$ cat config.mk
export PLATFORM = sky130hd
export DESIGN_NAME = lbbt_queue
export DESIGN_NICKNAME = d
export VERILOG_FILES = /design/src/rtl/lbbt_pkg.sv /design/src/rtl/lbbt_queue.sv
export VERILOG_INCLUDE_DIRS = /design/src /design/src/rtl
export SDC_FILE = /design/constraint.sdc
export NUM_CORES = 1
export LEC_CHECK = 0
export ABC_AREA = 1
export BUFFER_PORTS_ARGS = -buffer_cell sky130_fd_sc_hd__buf_2
export CAP_MARGIN = 20
export CORE_MARGIN = 2
export CORE_UTILIZATION = 45
export CTS_CLUSTER_SIZE = 16
export DETAILED_ROUTE_END_ITERATION = 10
export MAX_ROUTING_LAYER = met4
export SYNTH_ARGS = -nofsm -noshare
export SYNTH_HDL_FRONTEND = slang
export SYNTH_SLANG_ARGS = --single-unit
$ cat constraint.sdc
create_clock -name clock -period 4.3 [get_ports clock]
set_clock_uncertainty 0.2 [all_clocks]
set_input_delay 0 -clock clock [delete_from_list [all_inputs] [get_ports clock]]
set_output_delay 0 -clock clock [all_outputs]
set_load 0.005 [all_outputs]
$ cat src/rtl/label_bounding_box_tracker_unit_defines.svh
// ----------------------------------------------------------------------------
// Label bounding box tracker - assertion macros
// Shared concurrent assertion forms used by the tracker's queue and table engine.
// ----------------------------------------------------------------------------
`ifndef LABEL_BOUNDING_BOX_TRACKER_UNIT_DEFINES_SVH
`define LABEL_BOUNDING_BOX_TRACKER_UNIT_DEFINES_SVH

// Same-cycle implication, disabled while reset is high.
`define LBBT_ASSERT_NOW(name, clk, rst, ante, cons, msg) \
   name: assert property (@(posedge clk) disable iff (rst) (ante) |-> (cons)) \
      else $error(msg);

// Next-cycle implication, disabled while reset is high.
`define LBBT_ASSERT_NEXT(name, clk, rst, ante, cons, msg) \
   name: assert property (@(posedge clk) disable iff (rst) (ante) |=> (cons)) \
      else $error(msg);

`endif

$ cat src/rtl/lbbt_pkg.sv
// ----------------------------------------------------------------------------
// Label bounding box tracker - package
// Field widths, opcodes and the command word passed from front to back.
// ----------------------------------------------------------------------------
package lbbt_pkg;

   localparam int LABEL_W      = 8;
   localparam int COORD_W      = 12;
   localparam int OP_W         = 2;
   localparam int CFG_WIDTH_W  = 13;
   localparam int COORD_LIMIT  = 4096;
   localparam int WIDTH_RESET  = 1024;
   localparam int QUEUE_DEPTH  = 4;

   localparam logic [OP_W-1:0] OP_PIXEL = 2'd0;
   localparam logic [OP_W-1:0] OP_READ  = 2'd1;
   localparam logic [OP_W-1:0] OP_FRAME = 2'd2;

   typedef enum logic [1:0] {
      CMD_PIXEL,
      CMD_READ,
      CMD_CLEAR
   } cmd_kind_type;

   typedef struct packed {
      cmd_kind_type        kind;
      logic [LABEL_W-1:0]  label;
      logic [COORD_W-1:0]  x;
      logic [COORD_W-1:0]  y;
   } cmd_type;

   typedef struct packed {
      logic full;
      logic empty;
   } queue_status_type;

   typedef struct packed {
      logic [COORD_W-1:0] x_lo;
      logic [COORD_W-1:0] y_lo;
      logic [COORD_W-1:0] x_hi;
      logic [COORD_W-1:0] y_hi;
   } box_type;

endpackage

$ cat src/rtl/lbbt_queue.sv
// ----------------------------------------------------------------------------
// Label bounding box tracker - command queue
// Small FIFO that decouples the front end from the table update engine.
// ----------------------------------------------------------------------------
`include "label_bounding_box_tracker_unit_defines.svh"

module lbbt_queue (
   input  logic                        clock,
   input  logic                        reset,
   input  logic                        push,
   input  lbbt_pkg::cmd_type           push_cmd,
   input  logic                        pop,
   output lbbt_pkg::cmd_type           head,
   output lbbt_pkg::queue_status_type  status
);
   import lbbt_pkg::*;

   localparam int PTR_W = (QUEUE_DEPTH > 1) ? $clog2(QUEUE_DEPTH) : 1;
   localparam int CNT_W = $clog2(QUEUE_DEPTH + 1);
   localparam logic [PTR_W-1:0] LAST = PTR_W'(QUEUE_DEPTH - 1);
   localparam logic [CNT_W-1:0] FULL_COUNT = CNT_W'(QUEUE_DEPTH);

   cmd_type            slot_ff [QUEUE_DEPTH];
   logic [PTR_W-1:0]   wr_ptr_ff, wr_ptr_in;
   logic [PTR_W-1:0]   rd_ptr_ff, rd_ptr_in;
   logic [CNT_W-1:0]   count_ff, count_in;

   assign head         = slot_ff[rd_ptr_ff];
   assign status.full  = (count_ff == FULL_COUNT);
   assign status.empty = (count_ff == '0);

   always_comb begin
      wr_ptr_in = wr_ptr_ff;
      rd_ptr_in = rd_ptr_ff;
      count_in  = count_ff;
      if (push) begin
         wr_ptr_in = (wr_ptr_ff == LAST) ? '0 : wr_ptr_ff + PTR_W'(1);
      end
      if (pop) begin
         rd_ptr_in = (rd_ptr_ff == LAST) ? '0 : rd_ptr_ff + PTR_W'(1);
      end
      case ({push, pop})
         2'b10:   count_in = count_ff + CNT_W'(1);
         2'b01:   count_in = count_ff - CNT_W'(1);
         default: count_in = count_ff;
      endcase
   end

   always_ff @(posedge clock) begin
      if (reset) begin
         wr_ptr_ff <= '0;
         rd_ptr_ff <= '0;
         count_ff  <= '0;
      end else begin
         wr_ptr_ff <= wr_ptr_in;
         rd_ptr_ff <= rd_ptr_in;
         count_ff  <= count_in;
      end
   end

   always_ff @(posedge clock) begin
      if (push) begin
         slot_ff[wr_ptr_ff] <= push_cmd;
      end
   end

   `LBBT_ASSERT_NOW(a_no_push_when_full, clock, reset, push, !status.full, "push into full queue")
   `LBBT_ASSERT_NOW(a_no_pop_when_empty, clock, reset, pop, !status.empty, "pop from empty queue")
   `LBBT_ASSERT_NEXT(a_count_moves, clock, reset, push && !pop, count_ff == $past(count_ff) + CNT_W'(1), "push lost")

endmodule

==> flow_summary_export.csv <==
group,metric,value,unit
status,status,"complete, no violations",
route,dr.pass1.iters,4,
timing,rsz0062_at_grt,"false",
yosys,synth_fp_nets,434,
route,num_vias,3332,
clock_tree,cts_buffers,17,
route,wl_met3,470,um
clock_tree,cts_root_buf,"clkbuf_16",
die,core_area,12500,um^2
route,routedWlPerCell,15.8,um
die,rows,41,
layout,n_antenna_cell,0,
timing,post-route-period-util,57.8,%
place,pre_cts_ws,2.24,ns
yosys,syn_inst,389,
place,place_hpwl,5790,um
timing,hold_viol_final,0,
route,wl_met2,5330,um
yosys,syn_area_per_cell,14.7,um^2
route,wl,10800,um
place,numPortBuffers,73,
yosys,netlist_area,5710,um^2
worst_setup_path,worstPathRequired,4.10,ns
global_route,grtUsageTotal,17.3,%
clock_tree,cts_setup_buffers,0,
clock_tree,cts.sinks,145,
yosys,ys_top_cells_by_area,"edfxtp_1 72%, o21ai_0 5.9%, o22ai_2 4.4%, nor2_1 3.5%, dfxtp_1 3.2%",
global_route,grt_max_degree,69,
worst_setup_path,path_buf_inv,2,
place,place_inst,615,
timing,setup_viol,0,
global_route,grt_overflow_total,0,
die,start_util,45.6,%
yosys,ys_ff_latch,145,
place,place.gp.congestion,0.725,
layout,fillers,1020,
worst_setup_path,r2r_cells,3,
global_route,grt_first_pass_wirelength,16300,um
clock_tree,cts.path.max_buffers,2,
timing,worst_slack,1.81,ns
pwr,ir_drop,0.000215,V
clock_tree,cts_tree,"yes",
die,die_area,13600,um^2
yosys,synth_top_cell_area_share,71.5,%
timing,tightest_slew,0.864,ns
worst_setup_path,endpoint_kind,"primary output",
layout,regArea,4270,um^2
die,ios,74,
layout,utilization,56.8,%
layout,final_common_cell,"edfxtp_1",
yosys,synth_cell_types,23,
pwr,p_leak,2.58,nW
layout,layout_common_cells,"136 x edfxtp_1, 73 x buf_2, 67 x o21ai_0",
route,ant_nets,0,
yosys,synth_warnings,0,
worst_setup_path,cp_slowest_cell,"dfxtp_2",
die,fp.dieW,117,um
layout,num-nets-final,545,
global_route,antenna_found_initial,0,
worst_setup_path,worst-setup-path-type,"reg -> out",
worst_setup_path,crit_cells,4,
timing,fin_hold_ws,0.114,ns
worst_setup_path,crit_fanout,68,
route,drc,0,
yosys,ys_seq_area_share,74.7,%
route,routed.top_layer,"met4",
worst_setup_path,crit_chain,"inv_6 > o21ai_0 > o22ai_2 > buf_2",
route,wirelength_met1,4780,um
layout,layout-drive-gt1-share,29.8,%
timing,setup-tns-final,0,ns
die,die_y,117,um
clock_tree,cts-htree-levels,4,
route,drt-initial-drc-count,220,
run,drv_cap,0,
worst_setup_path,critical-path-top-delay-family,"flip-flops",
worst_setup_path,r2r-start,"wr_ptr_ff[0]",
route,vias_per_cell,4.86,
timing,max_freq,402,MHz
worst_setup_path,crit_path_end,"head[8]",
yosys,yosys.area.top_type,"edfxtp_1",
worst_setup_path,r2r_setup_slack,2.41,ns
global_route,grt_pass1_vias,3198,
layout,final_cells,685,
timing,final_max_slew_viol_count,0,
worst_setup_path,startpoint_type,"register",
layout,multi_input_area,1200,um^2
clock_tree,path_clk_slew,0.05,ns
timing,period_minus_slack,2.49,ns
timing,relSlewSlack,42.3,%
clock_tree,clk_latency,0.42,ns
layout,area_growth,24.6,%
pwr,power_per_cell_area,477,nW/um^2
worst_setup_path,worstPathArrival,2.29,ns
worst_setup_path,r2r_end,"slot_ff[3][4]",
hold_path,worstHoldPathType,"in -> reg",
worst_setup_path,slowest_delay,0.87,ns
==> cells in the mapped netlist <==
| cell type | count |
|---|---|
| clkbuf_2 | 2 |
| o21ai_1 | 5 |
| ha_1 | 6 |
| inv_6 | 1 |
| nand3_1 | 1 |
| inv_2 | 1 |
| buf_6 | 2 |
| o22ai_1 | 14 |
| edfxtp_1 | 136 |
| o21ai_0 | 67 |
| nor3_1 | 4 |
| inv_1 | 16 |
| dfxtp_1 | 9 |
| fa_1 | 1 |
| nor2_1 | 53 |
| a21oi_1 | 5 |
| buf_4 | 2 |
| nor2_2 | 20 |
| buf_12 | 3 |
| o22ai_2 | 20 |
| buf_2 | 12 |
| nand2_1 | 8 |
| nand4_1 | 1 |
==> kinds of logic after synthesis <==
group	count (synthesis)	share of synthesized area, %
simple gates	87	6.75
flops	145	74.7
compound gates	111	12.7
buf+inv	39	4.21
fa+ha+maj	7	1.67
==> worst min-delay path by stage <==
stage,startpoint,depth (start not counted),endpoint
final,reset,3,register
after global routing,reset,3,register
after CTS,reset,3,register
after detailed placement,reset,2,wr_ptr_ff[0]
after global placement,reset,2,wr_ptr_ff[0]
after floorplan,reset,1,wr_ptr_ff[0]
==> stage by stage <==
stage	total power, mW	area, um^2
after detailed placement	1.95	6140
after global routing	3.53	7110
after global placement	1.95	6140
after CTS	3.43	7110
final	3.39	7110
after floorplan	1.84	5710
==> routing by layer <==
layer  vias to the layer above  track usage (%)
met4                         0             7.53
met2                        74             27.3
li1                       1659                -
met5                         -                -
met3                        16             5.03
met1                      1583             20.9
==> registers in the layout (all words and copies together) (netlist names), named ones only <==
name       flops
slot_ff      136
count_ff       3
rd_ptr_ff      2
wr_ptr_ff      2
==> what timing repair did <==
action / 4_1_cts / 5_1_grt
gates resized for setup: 0 / 0
hold buffers: 38 / 0
endpoints found under the hold margin: 145 / 0
==> worst register-to-register path, cell delays in order, from the launching register on <==
cell     delay [ns]
dfxtp_1        0.40
ha_1           0.19
nand2_1        0.07
inv_2          0.62
==> cell type report <==
| cell class | instances | share of cell area (%) |
|---|---|---|
| repair buffers | 113 | 10.7 |
| multi-input cells | 205 | 16.9 |
| well taps | 172 | 3.03 |
| flip-flops and latches | 145 | 60.0 |
| inverters | 18 | 1.02 |
| clock buffers | 18 | 6.04 |
| clock inverters | 14 | 2.31 |
==> power breakdown <==
| part | switching (mW) | internal, mW |
|---|---|---|
| Sequential | 0.0253 | 1.61 |
| Combinational | 0.180 | 0.130 |
| Clock | 0.542 | 0.907 |
| Total | 0.747 | 2.65 |
(Power assumes the default switching activity.)
