File: config.mk
export PLATFORM = sky130hd
export DESIGN_NAME = lbbt_front
export DESIGN_NICKNAME = d
export VERILOG_FILES = /design/src/rtl/label_bounding_box_tracker_unit_defines.svh /design/src/rtl/lbbt_pkg.sv /design/src/rtl/lbbt_front.sv
export SDC_FILE = /design/constraint.sdc
export NUM_CORES = 1
export LEC_CHECK = 0
export ABC_CLOCK_PERIOD_IN_PS = 5220
export BUFFER_PORTS_ARGS = -buffer_cell sky130_fd_sc_hd__buf_2
export CAP_MARGIN = 20
export CORE_ASPECT_RATIO = 1.5
export CORE_MARGIN = 1
export CORE_UTILIZATION = 35
export DETAILED_ROUTE_END_ITERATION = 12
export PLACE_DENSITY = 0.67
export REMOVE_ABC_BUFFERS = 1
export SYNTH_ARGS = -nofsm -noshare
export SYNTH_HDL_FRONTEND = slang
export SYNTH_SLANG_ARGS = --single-unit
File: constraint.sdc
create_clock -name clock -period 5.22 [get_ports clock]
set_input_delay 0.783 -clock clock [delete_from_list [all_inputs] [get_ports clock]]
set_output_delay 0.783 -clock clock [all_outputs]
set_load 0.02 [all_outputs]
File: src/rtl/label_bounding_box_tracker_unit_defines.svh
// ----------------------------------------------------------------------------
// Label bounding box tracker - assertion macros
// Shared concurrent assertion forms used by the tracker's queue and table engine.
// ----------------------------------------------------------------------------
`ifndef LABEL_BOUNDING_BOX_TRACKER_UNIT_DEFINES_SVH
`define LABEL_BOUNDING_BOX_TRACKER_UNIT_DEFINES_SVH

// Same-cycle implication, disabled while reset is high.
`define LBBT_ASSERT_NOW(name, clk, rst, ante, cons, msg) \
   name: assert property (@(posedge clk) disable iff (rst) (ante) |-> (cons)) \
      else $error(msg);

// Next-cycle implication, disabled while reset is high.
`define LBBT_ASSERT_NEXT(name, clk, rst, ante, cons, msg) \
   name: assert property (@(posedge clk) disable iff (rst) (ante) |=> (cons)) \
      else $error(msg);

`endif

File: src/rtl/lbbt_pkg.sv
// ----------------------------------------------------------------------------
// Label bounding box tracker - package
// Field widths, opcodes and the command word passed from front to back.
// ----------------------------------------------------------------------------
package lbbt_pkg;

   localparam int LABEL_W      = 8;
   localparam int COORD_W      = 12;
   localparam int OP_W         = 2;
   localparam int CFG_WIDTH_W  = 13;
   localparam int COORD_LIMIT  = 4096;
   localparam int WIDTH_RESET  = 1024;
   localparam int QUEUE_DEPTH  = 4;

   localparam logic [OP_W-1:0] OP_PIXEL = 2'd0;
   localparam logic [OP_W-1:0] OP_READ  = 2'd1;
   localparam logic [OP_W-1:0] OP_FRAME = 2'd2;

   typedef enum logic [1:0] {
      CMD_PIXEL,
      CMD_READ,
      CMD_CLEAR
   } cmd_kind_type;

   typedef struct packed {
      cmd_kind_type        kind;
      logic [LABEL_W-1:0]  label;
      logic [COORD_W-1:0]  x;
      logic [COORD_W-1:0]  y;
   } cmd_type;

   typedef struct packed {
      logic full;
      logic empty;
   } queue_status_type;

   typedef struct packed {
      logic [COORD_W-1:0] x_lo;
      logic [COORD_W-1:0] y_lo;
      logic [COORD_W-1:0] x_hi;
      logic [COORD_W-1:0] y_hi;
   } box_type;

endpackage

File: src/rtl/lbbt_front.sv
// ----------------------------------------------------------------------------
// Label bounding box tracker - front end
// Accepts request words, tracks the raster position and issues commands.
// ----------------------------------------------------------------------------
module lbbt_front #(
   parameter int MAX_DIM = 4096
) (
   input  logic                                clock,
   input  logic                                reset,
   input  logic                                csr_write_enable,
   input  logic [lbbt_pkg::CFG_WIDTH_W-1:0]    csr_write_data,
   input  logic                                req_valid,
   output logic                                req_ready,
   input  logic [lbbt_pkg::OP_W-1:0]           req_op,
   input  logic [lbbt_pkg::LABEL_W-1:0]        req_label,
   input  lbbt_pkg::queue_status_type          q_status,
   output logic                                q_push,
   output lbbt_pkg::cmd_type                   q_cmd
);
   import lbbt_pkg::*;

   localparam int CAP_INT = (MAX_DIM > COORD_LIMIT) ? COORD_LIMIT : MAX_DIM;
   localparam logic [CFG_WIDTH_W-1:0] DIM_CAP = CFG_WIDTH_W'(CAP_INT);

   logic [CFG_WIDTH_W-1:0] width_ff;
   logic [COORD_W-1:0]     col_ff, col_in;
   logic [COORD_W-1:0]     row_ff, row_in;
   logic [CFG_WIDTH_W-1:0] line_w;
   logic [CFG_WIDTH_W-1:0] col_plus;
   logic [CFG_WIDTH_W-1:0] row_plus;
   logic                   accept;

   assign req_ready = !q_status.full;
   assign accept    = req_valid && req_ready;

   // Out-of-range widths are clamped to 1 and to the dimension cap.
   always_comb begin
      if (width_ff == '0) begin
         line_w = CFG_WIDTH_W'(1);
      end else if (width_ff > DIM_CAP) begin
         line_w = DIM_CAP;
      end else begin
         line_w = width_ff;
      end
   end

   assign col_plus = {1'b0, col_ff} + CFG_WIDTH_W'(1);
   assign row_plus = {1'b0, row_ff} + CFG_WIDTH_W'(1);

   always_comb begin
      q_push       = 1'b0;
      q_cmd.kind   = CMD_PIXEL;
      q_cmd.label  = req_label;
      q_cmd.x      = col_ff;
      q_cmd.y      = row_ff;
      col_in       = col_ff;
      row_in       = row_ff;
      unique case (req_op)
         OP_PIXEL: begin
            q_push = accept;
            if (accept) begin
               if (col_plus >= line_w) begin
                  col_in = '0;
                  if (row_plus < DIM_CAP) begin
                     row_in = row_plus[COORD_W-1:0];
                  end
               end else begin
                  col_in = col_plus[COORD_W-1:0];
               end
            end
         end
         OP_READ: begin
            q_push     = accept;
            q_cmd.kind = CMD_READ;
         end
         OP_FRAME: begin
            q_push     = accept;
            q_cmd.kind = CMD_CLEAR;
            if (accept) begin
               col_in = '0;
               row_in = '0;
            end
         end
         default: begin
            // The unused opcode is consumed with no effect.
         end
      endcase
   end

   always_ff @(posedge clock) begin
      if (reset) begin
         width_ff <= CFG_WIDTH_W'(WIDTH_RESET);
         col_ff   <= '0;
         row_ff   <= '0;
      end else begin
         if (csr_write_enable) begin
            width_ff <= csr_write_data;
         end
         col_ff <= col_in;
         row_ff <= row_in;
      end
   end

endmodule

==> impl_metrics.json <==
{
  "globalplace.congestion": 0.7969,
  "yosys_register_bits": 37,
  "whs_ns": 0.4956,
  "grt_pass1_wl_microns": 9170,
  "io_pins": 65,
  "post-dp-hpwl_microns": 4348,
  "p_per_area_nw_per_um2": 235.1,
  "die_w_microns": 68.76,
  "hold_buffers": 0,
  "synth-compound-area-share_pct": 18.24,
  "synth_simple_gate_area_share_pct": 27.43,
  "status": "finished, violations left",
  "drive_above_1_share_pct": 20.56,
  "first_iter_violations": 58,
  "path_clk_slew_ns": 0.08,
  "vias": 2110,
  "synth_most_common_cell": "nand2_1",
  "viasPerCell": 5.315,
  "drc": 1,
  "fillers": 694,
  "synth_fa_ha_area_share_pct": 8.021,
  "finalCritPeriodShare_pct": 68.70,
  "synth_area_leaders": "dfxtp_1 32%, ha_1 8.0%, nand2_1 6.4%",
  "post_cts_buffers": 0,
  "critical_path.slowest_cell": "dfxtp_1",
  "die_area_sq_um": 7023,
  "worstPathMaxFanout": 9,
  "min-delay-path-class": "flip-flop to flip-flop",
  "fin_util_pct": 41.26,
  "relSlewSlack_pct": 54.38,
  "post_cts_resized": 0,
  "crit_chain": "ha_1 -> and3_1 -> nand2_1 -> or2_1 -> nor2_1 -> xor2_1 -> ha_1 -> a21o_1 -> a21o_1 -> a221oi_4 -> nand3_2 -> or3b_1 -> a21oi_1",
  "antenna_left": 0,
  "finalSetupViolCount": 0,
  "clockRootBuffer": "clkbuf_8",
  "worstPathRequired_ns": 5.44,
  "synth_edf_count": 0,
  "synthMuxAreaShare_pct": 5.134,
  "drtPass1Iterations": 8,
  "ctsLongestPathBuffers": 2,
  "chipHeight_microns": 102.1,
  "core_sq_um": 6486,
  "cts_buffers": 5,
  "insertion_delay_ns": 0.30,
  "h-tree-depth": 2,
  "synth_area_leader_cell": "dfxtp_1",
  "synth.avg_cell_area_sq_um": 8.181,
  "crit_path_end_kind": "flip-flop",
  "wirelength_microns": 5658,
  "p_leak_nw": 1.219,
  "antenna_found_initial": 0,
  "diodes": 0,
  "ys_seq_area_share_pct": 31.66,
  "critPathBufInv": 0,
  "ys_warn_count": 0,
  "synth_xor_area_share_pct": 3.369,
  "netlist_area_sq_um": 2340,
  "num_rows": 36,
  "fin_skew_ns": 0.008472,
  "ys_top_cells_by_count": "40 x nand2_1, 37 x dfxtp_1, 27 x nor2_1",
  "failed_checks": "DRC",
  "synth_top_family_by_area": "simple AND/OR/NAND/NOR gates",
  "drv_cap": 0,
  "ys.flop_type": "dfxtp_1",
  "grt_max_degree": 26,
  "rsz0062_at_grt": "false",
  "max_stage_delay_ns": 0.45,
  "maxSlewViolCount": 0,
  "overflow": 0,
  "nets": 364,
  "synthDistinctLibCells": 54,
  "final.setup.tns_ns": 0,
  "cts_sinks": 37,
  "tritoncts": "yes",
  "timing.critical_path.from_type": "flip-flop",
  "first_global_vias": 2025,
  "initial_core_util_pct": 36.07,
  "async_reset_ff_share_pct": 0,
  "path_class": "flip-flop to flip-flop",
  "io_buffers": 47,
  "cp.arrival_ns": 3.81,
  "grtUsageTotal_pct": 17.29,
  "timing_hold_violations_final": 0,
  "tightest_slew_ns": 0.6817,
  "vdd_ir_drop_max_mv": 0.1239,
  "wl_per_cell_microns": 14.25,
  "max_freq_mhz": 278.8,
  "syn2layout_area_growth_pct": 14.39,
  "syn_inst": 286,
  "cp_top_family": "simple AND/OR/NAND/NOR gates",
  "min_period_ns": 3.586,
  "netlist.area_leader.share_pct": 31.66
}
-- cells by family (layout without fill, tap and decap cells) --
| group | after synthesis | count (layout) |
|---|---|---|
| buffers and inverters | 28 | 63 |
| adders and majority gates | 15 | 15 |
| DFF | 37 | 37 |
| AOI/OAI and AO/OA | 60 | 60 |
| and+or+nand+nor | 125 | 125 |
| xor gates and xnor gates | 9 | 9 |
| muxes | 12 | 12 |
-- where the power goes --
part	internal, mW	switching (mW)
Clock	0.155	0.109
Combinational	0.0271	0.0433
Sequential	0.289	0.00587
-- routing by layer --
layer / global-route usage (%) / routed length, microns
met1: 18.97 / 2355
met3: 5.134 / 327
met4: 5.651 / 91
met5: 0 / 0
met2: 30.92 / 2885
-- placed cells by master (no fill, tap or decap), types with 8 or more instances in the layout --
| master | n |
|---|---|
| ha_1 | 15 |
| o21ai_0 | 9 |
| a21oi_1 | 14 |
| buf_2 | 47 |
| mux2i_1 | 12 |
| dfxtp_1 | 37 |
| a21o_1 | 9 |
| nand3_1 | 13 |
| nand2_1 | 40 |
| nor2_1 | 27 |
| inv_1 | 8 |
-- flip-flops by register name, indices dropped and copies added, names as in the netlist --
register and cells:
width_ff 13, row_ff 12, col_ff 12
-- final cells by class --
type	count	area (sq um)	share of cell area [%]
clock buffer	6	82.58	3.086
tap	76	95.09	3.553
sequential	37	740.7	27.68
clock inverter	2	37.54	1.403
timing repair buffer	47	235.2	8.789
inverter	8	30.03	1.122
multi-input combinational	221	1455	54.37
-- metrics by stage --
step | cells | cell area, sq um | worst slack (ns) | power (mW)
finish | 397 | 2676 | 1.634 | 0.6292
global route | 397 | 2676 | 1.378 | 0.6577
CTS | 397 | 2676 | 1.600 | 0.6348
detailed placement | 389 | 2556 | 1.637 | 0.3718
global placement | 389 | 2556 | 1.681 | 0.3705
floorplan | 266 | 2226 | 1.919 | 0.3446
-- path summary, 6_finish.rpt --
kind / slack (ns) / cells after the start / endpoint / start
min: 0.50 / 2 / col_ff[7] / col_ff[7]
max reg2reg: 1.63 / 13 / col_ff[1] / col_ff[0]
min reg2reg: 0.50 / 2 / col_ff[7] / col_ff[7]
max: 1.63 / 13 / col_ff[1] / col_ff[0]
-- worst register-to-register path: cells and delay by family (launching register included) --
family                     cells  cell delay (ns)
and+or+nand+nor                6             1.46
AOI/OAI and AO/OA              4             0.89
adders and majority gates      2             0.51
DFF                            1             0.45
xor gates and xnor gates       1             0.22
No activity file was read; power rests on OpenSTA's default activity.
